--- src/event_flag_group_engine_unit_assert.svh ---
// assertion macros shared by the flag group engine
`ifndef EVENT_FLAG_GROUP_ENGINE_UNIT_ASSERT_SVH
`define EVENT_FLAG_GROUP_ENGINE_UNIT_ASSERT_SVH

// a condition that must imply a consequence in the same cycle
`define EFG_ASSERT_IMP(label, clk, rst, a, b) \
  label: assert property (@(posedge clk) disable iff (rst) (a) |-> (b)) \
    else $error("assertion failed");

// a condition that must imply a consequence in the next cycle
`define EFG_ASSERT_NEXT(label, clk, rst, a, b) \
  label: assert property (@(posedge clk) disable iff (rst) (a) |=> (b)) \
    else $error("assertion failed");

`endif

--- src/efg_pkg.sv ---
`timescale 1ns / 1ps
// ----------------------------------------------------------------------------
// efg_pkg
// codes and types shared by the event flag group engine
// ----------------------------------------------------------------------------
package efg_pkg;

  localparam logic [2:0] MODE_CREATE = 3'd0;
  localparam logic [2:0] MODE_DELETE = 3'd1;
  localparam logic [2:0] MODE_SET    = 3'd2;
  localparam logic [2:0] MODE_CLEAR  = 3'd3;
  localparam logic [2:0] MODE_GET    = 3'd4;
  localparam logic [2:0] MODE_WAIT   = 3'd5;
  localparam logic [2:0] MODE_CANCEL = 3'd6;
  localparam logic [2:0] MODE_UNUSED = 3'd7;

  localparam logic [2:0] ST_OK       = 3'd0;
  localparam logic [2:0] ST_BAD      = 3'd1;
  localparam logic [2:0] ST_TIMEOUT  = 3'd2;
  localparam logic [2:0] ST_BLOCKED  = 3'd3;
  localparam logic [2:0] ST_NO_EXIST = 3'd4;
  localparam logic [2:0] ST_FULL     = 3'd5;

  typedef enum logic [5:0] {
    S_IDLE  = 6'b000001,
    S_READ  = 6'b000010,
    S_EXEC  = 6'b000100,
    S_WREQ  = 6'b001000,
    S_WALK  = 6'b010000,
    S_FIN   = 6'b100000
  } state_t;

endpackage

--- src/efg_ram.sv ---
`timescale 1ns / 1ps
// ----------------------------------------------------------------------------
// efg_ram
// generic ram with one write port and one read port, registered read
// ----------------------------------------------------------------------------
module efg_ram #(
  parameter int WIDTH = 32,
  parameter int DEPTH = 32
) (
  input  logic                     clk,
  input  logic                     we,
  input  logic [$clog2(DEPTH)-1:0] waddr,
  input  logic [WIDTH-1:0]         wdata,
  input  logic [$clog2(DEPTH)-1:0] raddr,
  output logic [WIDTH-1:0]         rdata
);
  logic [WIDTH-1:0] mem [DEPTH];

  always_ff @(posedge clk) begin
    if (we) begin
      mem[waddr] <= wdata;
    end
    rdata <= mem[raddr];
  end
endmodule

--- src/event_flag_group_engine_unit.sv ---
`timescale 1ns / 1ps
// ----------------------------------------------------------------------------
// event_flag_group_engine_unit
// pool of event flag groups with a per-task waiter table
// ----------------------------------------------------------------------------
// usage: drive mode, group, mask, match_any, clear_on_match, no_wait,
// may_block and task_req with start high while busy is low; that edge takes
// the beat. busy drops in the cycle the last result is shown.
// results come out on status, word, group_out, is_wake, woken_task and
// last, marked by valid for exactly one cycle; wake results of set and
// delete come first, one per cycle save for waiters that do not match,
// the request's own result last. create, get, clear, cancel and any bad
// group end in S_EXEC, wait goes on to S_WREQ; set and delete walk each
// queued waiter in S_WALK and end in S_FIN. the next beat can be taken
// while the last result is shown. the flag words sit in a ram with
// registered read, so each request spends the S_READ state reading its
// group word.
// reset clears all groups and waiters at once through live and valid bits;
// the word ram needs no clearing since create writes it first.
// the receiver cannot stall: each result is taken in the cycle shown.
// ----------------------------------------------------------------------------
`include "event_flag_group_engine_unit_assert.svh"

module event_flag_group_engine_unit #(
  parameter int GROUPS    = 32,
  parameter int TASKS     = 8,
  parameter int FLAG_BITS = 32
) (
  input  logic        clk,
  input  logic        rst,
  input  logic        start,
  output logic        busy,
  input  logic [2:0]  mode,
  input  logic [4:0]  group,
  input  logic [31:0] mask,
  input  logic        match_any,
  input  logic        clear_on_match,
  input  logic        no_wait,
  input  logic        may_block,
  input  logic [2:0]  task_req,
  output logic        valid,
  output logic [2:0]  status,
  output logic [31:0] word,
  output logic [4:0]  group_out,
  output logic        is_wake,
  output logic [2:0]  woken_task,
  output logic        last
);
  localparam int GW = (GROUPS > 1) ? $clog2(GROUPS) : 1;
  localparam int TW = (TASKS > 1) ? $clog2(TASKS) : 1;
  localparam int CW = $clog2(TASKS + 1);

  efg_pkg::state_t state;

  // request latches
  logic [2:0]           r_mode;
  logic [4:0]           r_group;
  logic [FLAG_BITS-1:0] r_mask;
  logic                 r_any, r_clr, r_poll, r_block;
  logic [2:0]           r_task;
  logic [TW-1:0]        rt;

  logic [GROUPS-1:0]    live;
  logic [TASKS-1:0]     wvalid;
  logic [GW-1:0]        wgroup [TASKS];
  logic [FLAG_BITS-1:0] wmask [TASKS];
  logic [TASKS-1:0]     wany, wclr;
  logic [TW-1:0]        order [TASKS];
  logic [CW-1:0]        queued;

  logic [CW-1:0]        idx;
  logic [FLAG_BITS-1:0] cur;
  logic                 gok;

  // word ram
  logic                 ram_we;
  logic [GW-1:0]        ram_waddr, ram_raddr;
  logic [FLAG_BITS-1:0] ram_wdata, ram_rdata;

  efg_ram #(.WIDTH(FLAG_BITS), .DEPTH(GROUPS)) u_word (
    .clk(clk), .we(ram_we), .waddr(ram_waddr), .wdata(ram_wdata),
    .raddr(ram_raddr), .rdata(ram_rdata)
  );

  assign busy = (state != efg_pkg::S_IDLE);
  assign ram_raddr = r_group[GW-1:0];
  assign rt = TW'(r_task);

  logic [FLAG_BITS-1:0] mask_n;
  assign mask_n = FLAG_BITS'(mask);

  // lowest free group
  logic          free_found;
  logic [GW-1:0] free_idx;
  always_comb begin
    free_found = 1'b0;
    free_idx = '0;
    for (int i = GROUPS - 1; i >= 0; i--) begin
      if (!live[i]) begin
        free_found = 1'b1;
        free_idx = GW'(i);
      end
    end
  end

  // flag match test, then position of task in arrival list
  function automatic logic match_fn(input logic [FLAG_BITS-1:0] w, m,
                                    input logic a);
    match_fn = a ? ((w & m) != '0) : ((w & m) == m);
  endfunction

  logic          tpos_found;
  logic [CW-1:0] tpos;
  always_comb begin
    tpos_found = 1'b0;
    tpos = '0;
    for (int i = TASKS - 1; i >= 0; i--) begin
      if (CW'(i) < queued && 32'(order[i]) == 32'(r_task)) begin
        tpos_found = 1'b1;
        tpos = CW'(i);
      end
    end
  end

  // walk slot under inspection
  logic [TW-1:0] wt;
  logic          w_hit;
  assign wt = order[idx[TW-1:0]];
  always_comb begin
    w_hit = (32'(wgroup[wt]) == 32'(r_group));
    if (r_mode == efg_pkg::MODE_SET) begin
      w_hit = w_hit && match_fn(cur, wmask[wt], wany[wt]);
    end
  end

  logic task_ok;
  assign task_ok = 32'(r_task) < TASKS;

  always_ff @(posedge clk) begin
    valid <= 1'b0;
    ram_we <= 1'b0;
    if (rst) begin
      state <= efg_pkg::S_IDLE;
      live <= '0;
      wvalid <= '0;
      queued <= '0;
    end else begin
      unique case (state)
        efg_pkg::S_IDLE: begin
          if (start) begin
            r_mode <= mode; r_group <= group; r_mask <= mask_n;
            r_any <= match_any; r_clr <= clear_on_match;
            r_poll <= no_wait; r_block <= may_block; r_task <= task_req;
            if (mode != efg_pkg::MODE_UNUSED) state <= efg_pkg::S_READ;
          end
        end
        efg_pkg::S_READ: begin
          gok <= (32'(r_group) < GROUPS) && live[r_group[GW-1:0]];
          state <= efg_pkg::S_EXEC;
        end
        efg_pkg::S_EXEC: begin
          cur <= ram_rdata;
          idx <= '0;
          status <= efg_pkg::ST_OK; word <= '0; group_out <= '0;
          is_wake <= 1'b0; woken_task <= '0; last <= 1'b1;
          state <= efg_pkg::S_IDLE;
          valid <= 1'b1;
          unique case (r_mode)
            efg_pkg::MODE_CREATE: begin
              if (free_found) begin
                live[free_idx] <= 1'b1;
                ram_we <= 1'b1; ram_waddr <= free_idx; ram_wdata <= r_mask;
                word <= 32'(r_mask); group_out <= 5'(free_idx);
              end else status <= efg_pkg::ST_FULL;
            end
            efg_pkg::MODE_DELETE, efg_pkg::MODE_SET: begin
              if (!gok) status <= efg_pkg::ST_BAD;
              else begin
                valid <= 1'b0;
                if (r_mode == efg_pkg::MODE_SET) cur <= ram_rdata | r_mask;
                state <= efg_pkg::S_WALK;
              end
            end
            efg_pkg::MODE_CLEAR: begin
              if (!gok) status <= efg_pkg::ST_BAD;
              else begin
                ram_we <= 1'b1; ram_waddr <= r_group[GW-1:0];
                ram_wdata <= ram_rdata & ~r_mask;
                word <= 32'(ram_rdata & ~r_mask);
              end
            end
            efg_pkg::MODE_GET: begin
              if (!gok) status <= efg_pkg::ST_BAD;
              else word <= 32'(ram_rdata);
            end
            efg_pkg::MODE_WAIT: begin
              woken_task <= r_task;
              if (!gok || !task_ok) status <= efg_pkg::ST_BAD;
              else begin
                valid <= 1'b0;
                state <= efg_pkg::S_WREQ;
                // drop an old wait first
                if (wvalid[rt] && tpos_found) begin
                  for (int j = 0; j < TASKS - 1; j++)
                    if (CW'(j) >= tpos) order[j] <= order[j + 1];
                  queued <= queued - 1'b1;
                end
                wvalid[rt] <= 1'b0;
              end
            end
            efg_pkg::MODE_CANCEL: begin
              woken_task <= r_task;
              if (task_ok && wvalid[rt]) begin
                if (tpos_found) begin
                  for (int j = 0; j < TASKS - 1; j++)
                    if (CW'(j) >= tpos) order[j] <= order[j + 1];
                  queued <= queued - 1'b1;
                end
                wvalid[rt] <= 1'b0;
              end else status <= efg_pkg::ST_BAD;
            end
            default: valid <= 1'b0;
          endcase
        end
        efg_pkg::S_WREQ: begin
          valid <= 1'b1;
          state <= efg_pkg::S_IDLE;
          if (match_fn(cur, r_mask, r_any) || r_poll) begin
            word <= 32'(cur);
            if (r_clr) begin
              ram_we <= 1'b1; ram_waddr <= r_group[GW-1:0];
              ram_wdata <= cur & ~r_mask;
            end
          end else if (!r_block) status <= efg_pkg::ST_TIMEOUT;
          else begin
            wvalid[rt] <= 1'b1;
            wgroup[rt] <= r_group[GW-1:0];
            wmask[rt] <= r_mask;
            wany[rt] <= r_any;
            wclr[rt] <= r_clr;
            if (32'(queued) < TASKS) begin
              order[queued[TW-1:0]] <= rt;
              queued <= queued + 1'b1;
            end
            status <= efg_pkg::ST_BLOCKED;
          end
        end
        efg_pkg::S_WALK: begin
          if (idx < queued) begin
            if (w_hit) begin
              valid <= 1'b1; last <= 1'b0; is_wake <= 1'b1;
              woken_task <= 3'(wt);
              if (r_mode == efg_pkg::MODE_SET) begin
                word <= 32'(cur);
                if (wclr[wt]) cur <= cur & ~wmask[wt];
              end else begin
                status <= efg_pkg::ST_NO_EXIST; word <= '0;
              end
              for (int j = 0; j < TASKS - 1; j++)
                if (CW'(j) >= idx) order[j] <= order[j + 1];
              queued <= queued - 1'b1;
              wvalid[wt] <= 1'b0;
            end else idx <= idx + 1'b1;
          end else state <= efg_pkg::S_FIN;
        end
        efg_pkg::S_FIN: begin
          valid <= 1'b1; last <= 1'b1; is_wake <= 1'b0;
          woken_task <= '0; status <= efg_pkg::ST_OK;
          ram_we <= 1'b1; ram_waddr <= r_group[GW-1:0];
          if (r_mode == efg_pkg::MODE_SET) begin
            word <= 32'(cur); ram_wdata <= cur;
          end else begin
            word <= '0; ram_wdata <= '0;
            live[r_group[GW-1:0]] <= 1'b0;
          end
          state <= efg_pkg::S_IDLE;
        end
        default: state <= efg_pkg::S_IDLE;
      endcase
    end
  end

  `EFG_ASSERT_IMP(a_queue_bound, clk, rst, 1'b1, queued <= CW'(TASKS))
  `EFG_ASSERT_IMP(a_valid_busy_last, clk, rst, valid && last, !busy)
  `EFG_ASSERT_NEXT(a_start_busy, clk, rst, start && !busy && mode != efg_pkg::MODE_UNUSED, busy)
  `EFG_ASSERT_IMP(a_count_valid, clk, rst, 1'b1, $countones(wvalid) == 32'(queued))
endmodule
--- config.mk ---
export PLATFORM = sky130hd
export DESIGN_NAME = event_flag_group_engine_unit
export DESIGN_NICKNAME = d
export VERILOG_FILES = /design/src/efg_pkg.sv /design/src/efg_ram.sv /design/src/event_flag_group_engine_unit.sv
export VERILOG_INCLUDE_DIRS = /design/src /design/src/src
export SDC_FILE = /design/constraint.sdc
export NUM_CORES = 2
export LEC_CHECK = 0
export BUFFER_PORTS_ARGS = -buffer_cell sky130_fd_sc_hd__buf_4
export CAP_MARGIN = 30
export CELL_PAD_IN_SITES_DETAIL_PLACEMENT = 0
export CELL_PAD_IN_SITES_GLOBAL_PLACEMENT = 2
export CORE_MARGIN = 2
export CORE_UTILIZATION = 49
export DETAILED_ROUTE_END_ITERATION = 10
export PLACE_DENSITY = 0.78
export SLEW_MARGIN = 10
export SYNTH_ARGS = -nofsm -noshare
export SYNTH_HDL_FRONTEND = slang
export SYNTH_SLANG_ARGS = --single-unit
--- constraint.sdc ---
create_clock -name clk -period 6.8 [get_ports clk]
set_input_delay 0.34 -clock clk [delete_from_list [all_inputs] [get_ports clk]]
set_output_delay 0.34 -clock clk [all_outputs]
set_load 0.02 [all_outputs]
=== Word-level counts from Yosys, hierarchy flattened ===
Memory sizes are Yosys's and may differ from the RTL's. A register that Yosys moved wholly into a read port is not among the register bits.
Index checks and enable logic that the tools add are counted.

* Flip-flop bits (word level): 234
* Memory bits (writable): 1344
* Bits of input ports: 50
* Output and inout bits: 47
* Word-level logic and storage cells: 555
* Memories kept: 4

* Add/subtract/negate cells: 3
* $lt $le $gt $ge: 32
* Equal/unequal tests: 50
* Muxes and demuxes: 358
* Bitwise gates (word level): 32
* Reduce and logical (&&, ||, !) cells: 49

{| class="wikitable"
|+ Memories
! name !! words !! bits a word !! rd ports !! clocked after Yosys merged registers in !! wr ports !! line !! source
|-
| u_word.mem || 32 || 32 || 1 || 1 || 1 || efg_ram.sv:17 || <nowiki>logic [WIDTH-1:0] mem [DEPTH];</nowiki>
|-
| wmask || 8 || 32 || 1 || 0 || 1 || event_flag_group_engine_unit.sv:66 || <nowiki>logic [FLAG_BITS-1:0] wmask [TASKS];</nowiki>
|-
| wgroup || 8 || 5 || 1 || 0 || 1 || event_flag_group_engine_unit.sv:65 || <nowiki>logic [GW-1:0] wgroup [TASKS];</nowiki>
|-
| order || 8 || 3 || 9 || 1 || 7 || event_flag_group_engine_unit.sv:68 || <nowiki>logic [TW-1:0] order [TASKS];</nowiki>
|}

{| class="wikitable"
|+ Operators with widths
! cell !! count
|-
| 32-bit 2-to-1 mux || 21
|-
| 1-bit 2-to-1 mux || 212
|-
| 32-bit bitwise AND || 6
|-
| 32-bit case mux with 2 select lines || 3
|-
| 32-bit case mux with 3 select lines || 2
|-
| 5-bit 2-to-1 mux || 37
|-
| 32-bit case mux with 4 select lines || 1
|-
| 32-bit inverter || 3
|-
| 3-bit 2-to-1 mux || 26
|-
| 4-bit 2-to-1 mux || 19
|-
| 32-bit == test || 2
|-
| 32-bit OR || 2
|-
| 32-bit nonzero test || 2
|-
| 8-bit 2-to-1 mux || 6
|-
| 2-bit != test (second input constant) || 16
|-
| 3-bit == test || 8
|-
| 3-bit by 4-bit greater-or-equal comparator with 1-bit output (first input constant) || 6
|-
| 6-bit case mux with 4 select lines || 1
|-
| 8-bit case mux with 3 select lines || 1
|-
| 3-bit != test (second input constant) || 7
|-
| 5-bit case mux with 2 select lines || 2
|-
| 4-bit AND reduction || 5
|-
| 6-bit 2-to-1 mux || 3
|-
| 3-bit case mux with 3 select lines || 2
|-
| other kinds (61) || 131
|}

=== Depth between registers and ports, before layout ===
* Depth after elaboration: 40
* Mapped depth: 17
* Gate-level depth less buffers: 13

=== Modules after synthesis ===
A second synthesis with hierarchy kept.

* Cell total of the unflattened synthesis: 4438
* Area, all modules: 66600.1 µm²

{| class="wikitable"
|+ By module, submodules not included
! module !! times used !! cells an instance !! area each (µm²) !! sequential area each (µm²)
|-
| efg_ram || 1 || 2260 || 40491.3 || 31390.1
|-
| event_flag_group_engine_unit || 1 || 2178 || 26108.8 || 16175.5
|}

=== Worst setup path before layout ===
Ideal clock, no wire load.

* Kind: register to register
* Start point: register state[3]
* End point: register r_any, enable pin
* Library setup time: 0.520 ns
* Arrival: 4.491 ns
* Data required time: 6.280 ns
* Path slack: 1.790 ns
* Stages on the path, launching flop included: 4
* Buffers on the path: 0
* Period minus slack after synthesis: 5.010 ns
* Path through: dfxtp_1 nor2_1 nand4b_1 nor3b_1

* Longest elaborated chain between the ends: 2

{| class="wikitable"
|+ RTL lines
! what !! line !! source
|-
| start: declaration || event_flag_group_engine_unit.sv:53 || <nowiki>efg_pkg::state_t state;</nowiki>
|-
| start signal: assignment || event_flag_group_engine_unit.sv:143 || <nowiki>state <= efg_pkg::S_IDLE;</nowiki>
|-
| start signal: assignment || event_flag_group_engine_unit.sv:154 || <nowiki>if (mode != efg_pkg::MODE_UNUSED) state <= efg_pkg::S_READ;</nowiki>
|-
| start signal: assignment || event_flag_group_engine_unit.sv:159 || <nowiki>state <= efg_pkg::S_EXEC;</nowiki>
|-
| 6-bit by 1-bit == test with 1-bit output || event_flag_group_engine_unit.sv:148 || <nowiki>unique case (state)</nowiki>
|-
| 3-bit AND reduction (no line) || -- ||
|-
| end signal: assignment || event_flag_group_engine_unit.sv:152 || <nowiki>r_any <= match_any; r_clr <= clear_on_match;</nowiki>
|-
| end: declaration || event_flag_group_engine_unit.sv:59 || <nowiki>logic r_any, r_clr, r_poll, r_block;</nowiki>
|}

No other way between the ends.
A chain may end at the register's enable or synchronous reset.

==> metrics.txt <==
critical path peak fanout=77; Setup TNS=0 ns; Placer Congestion=between 0.8 and 0.9; Synth Flop Type=edfxtp_1; post-DP HPWL=between 100000 and 150000 µm; Hold Fails Final Rpt=0; clk root buf=clkbuf_16; dpl cell area=0.0679 mm²; clk buf depth=3; Die W=367 µm; pre-CTS setup slack=roughly 1.3 ns; PwrDens=~290 mW/mm²; slew of the pin with the lowest slew margin=1.02 ns; total grt overflow=0; hold path cells=2; most frequent CP cell=mux4_2; Total Routing Usage GR=a little over a quarter; number of synthesized flops with an enable pin=1526; Initial Utilization=49.2%; remaining antenna violation count after routing=0; initial antenna violation count=10; HP Class=input pin to register; layout cell share with drive strength beyond 1=23.2%; RSZ-0062 raised after global routing=false; Initial DRC Count=4786; drt pass-1 iters=7; Num CTS Buffers=165; drt wl/cell=~32 µm; Design Area, Final=between 0.07 and 0.08 mm²; Max-Cap Viols=0; Layout area overhead=14.5%; Post-CTS Resized=0; Synth Area per Inst=18.1 µm²; Worst-Skew Late Latency=about 0.80 ns; clock transition at the registers of the reported paths=0.06 ns; Worst VDD drop=0.000264 V; number of global-route vias before repair=roughly 36000; worst clock skew=0.0351 ns; Design Power=21.4 mW; Vias=around 36000; number of synthesized register bits=around 1600; Core Box Area=~0.13 mm²; min Tclk post-route=~5.6 ns; full die area=~0.13 mm²; depth of the CTS H-tree=4; final setup vio count=0; CTS Sinks=roughly 1600; Rel. slew slack=between 30% and 40%; end of the worst register-to-register path=word[20]; Post-CTS Setup Repair Bufs=0; Buffers on Ports=96; vias per cell=approximately 6.4; Final Util=a little under three fifths; most common cell after layout, fill and taps aside=edfxtp_1; final wirelength=roughly 180000 µm; R2R Setup Slk=approximately 1.2 ns; first-pass GRT wire length=between 200000 and 300000 µm; fill cell count=~10000; Post-Synthesis Cells=approximately 3600; final worst slack=approximately 1.2 ns; pin count of the biggest net entering global routing=between 100 and 150; commonest cells after routing, fill and taps aside=edfxtp_1, mux4_2, o21ai_0; Static Leakage=23.5 nW; Period Utilization, post-route=between 80% and 90%; number of top-level pins=97; status=complete, no violations; highest-delay cell along the critical path=o21a_2; Critical Path, Cell by Cell=mux4_2 > mux2_8 > mux4_2 > mux2i_1 > o22ai_1 > nor4_1 > nand4_1 > o2bb2ai_2 > a21o_1 > nor2_1 > o21a_2; maximum clock rate=between 150 and 200 MHz; post-synth cell types=between 70 and 80; # hold bufs at CTS=48; Req. time, crit path=about 7.2 ns; critical path class=register to register; arrival time at the worst endpoint=~6.0 ns; YS warnings=0; Residual DRC=0; Synth Net Count=about 3600; area of the mapped netlist=~0.065 mm²; hold endpoint=queued[3]; part of the Yosys area used for sequential elements=about three quarters; Async SR Flop Fraction=0%; TritonCTS clock tree=yes; Final #Nets=3832; endpoint class of the critical path=register; worst hold start=rst; worst reg-to-reg path cell count=11; FP Rows=~130; Worst setup SP type=register; CP max stage delay=approximately 0.8 ns; Slew Limit Fails=0; Chip Height=between 300 and 400 µm
## state kept, by name (all words and copies together), names as in the netlist, 3 cells and up, named ones only
name          cells
u_word.mem     1024
wmask           256
wgroup           40
cur              32
live             32
r_mask           32
ram_wdata        32
u_word.rdata     32
word             32
order            24
wany              8
wclr              8
wvalid            8
state             6
group_out         5
r_group           5
ram_waddr         5
idx               4
queued            4
r_mode            3
r_task            3
status            3
woken_task        3
## kinds of logic (layout without fill, tap and decap cells)
family	after synthesis	count (layout)	synth area share (%)
muxes	434	434	13.3
buffers and inverters	274	626	1.67
AOI/OAI and AO/OA	643	643	6.31
DFF	1613	1613	73.7
other	0	1	0
xor gates and xnor gates	34	34	0.461
and+or+nand+nor	554	554	4.41
adders and majority gates	9	9	0.174
## cells in the mapped netlist (32+ instances only)
master / number / area share [%]
edfxtp_1: 1526 / 71
nand4_1: 56 / 0.54
o22ai_1: 41 / 0.40
nor3b_1: 35 / 0.41
o21ai_0: 231 / 1.8
dfxtp_1: 87 / 2.7
nor2_1: 148 / 0.86
mux4_2: 334 / 12
a32oi_1: 32 / 0.43
inv_1: 50 / 0.29
mux2_2: 33 / 0.58
mux2i_1: 67 / 1.0
clkbuf_1: 156 / 0.91
nand3_1: 61 / 0.47
a22oi_1: 134 / 1.6
a21oi_1: 102 / 0.79
buf_1: 52 / 0.30
nand2_1: 109 / 0.63
## metal layers
layer  global-route usage [%]  part of all wire, %  vias to the layer above
met1                     37.9                   41                    19100
li1                         -                    -                    15000
met4                     8.89                  3.1                        4
met5                        0                0.014                        -
met2                     42.1                   48                     1915
met3                     4.97                  8.8                      315
## power breakdown
group	internal (mW)	leakage, nW	switching, mW	total (mW)
Combinational	0.564	6.45	0.841	1.41
Sequential	10.9	14.4	0.175	11.1
Clock	5.07	2.60	3.80	8.87
Total	16.6	23.5	4.82	21.4
## through the flow
step	instances	hold slack, ns
CTS	5656	0.0443
floorplan	3561	0.439
global route	5668	0.0954
finish	5669	0.104
detailed placement	5301	0.499
global placement	5296	0.493
## layout make-up
type	count	area, µm²	share of cell area (%)
Sequential cell	1613	47600	64.4
Timing Repair Buffer	268	2320	3.14
Inverter	51	191	0.259
Clock inverter	104	871	1.18
Antenna cell	1	2.50	0.00339
Tap cell	1755	2200	2.97
Multi-Input combinational cell	1674	16300	22.0
Clock buffer	203	4440	6.01
## worst max-delay path by stage
stage / to / slack, ns / cells after the start
final: word[20] / 1.24 / 11
after global routing: word[27] / 1.02 / 13
after CTS: word[20] / 1.25 / 11
after detailed placement: word[20] / 1.26 / 11
after global placement: word[18] / 1.23 / 11
after floorplan: r_any / 1.79 / 3
## worst max-delay path, delay by kind of cell (launching register included)
family,cells,cell delay [ns]
DFF,1,0.56
AOI/OAI and AO/OA,4,1.42
muxes,4,2.14
and+or+nand+nor,3,0.88
Note: power is estimated with default switching activity, not from simulation.
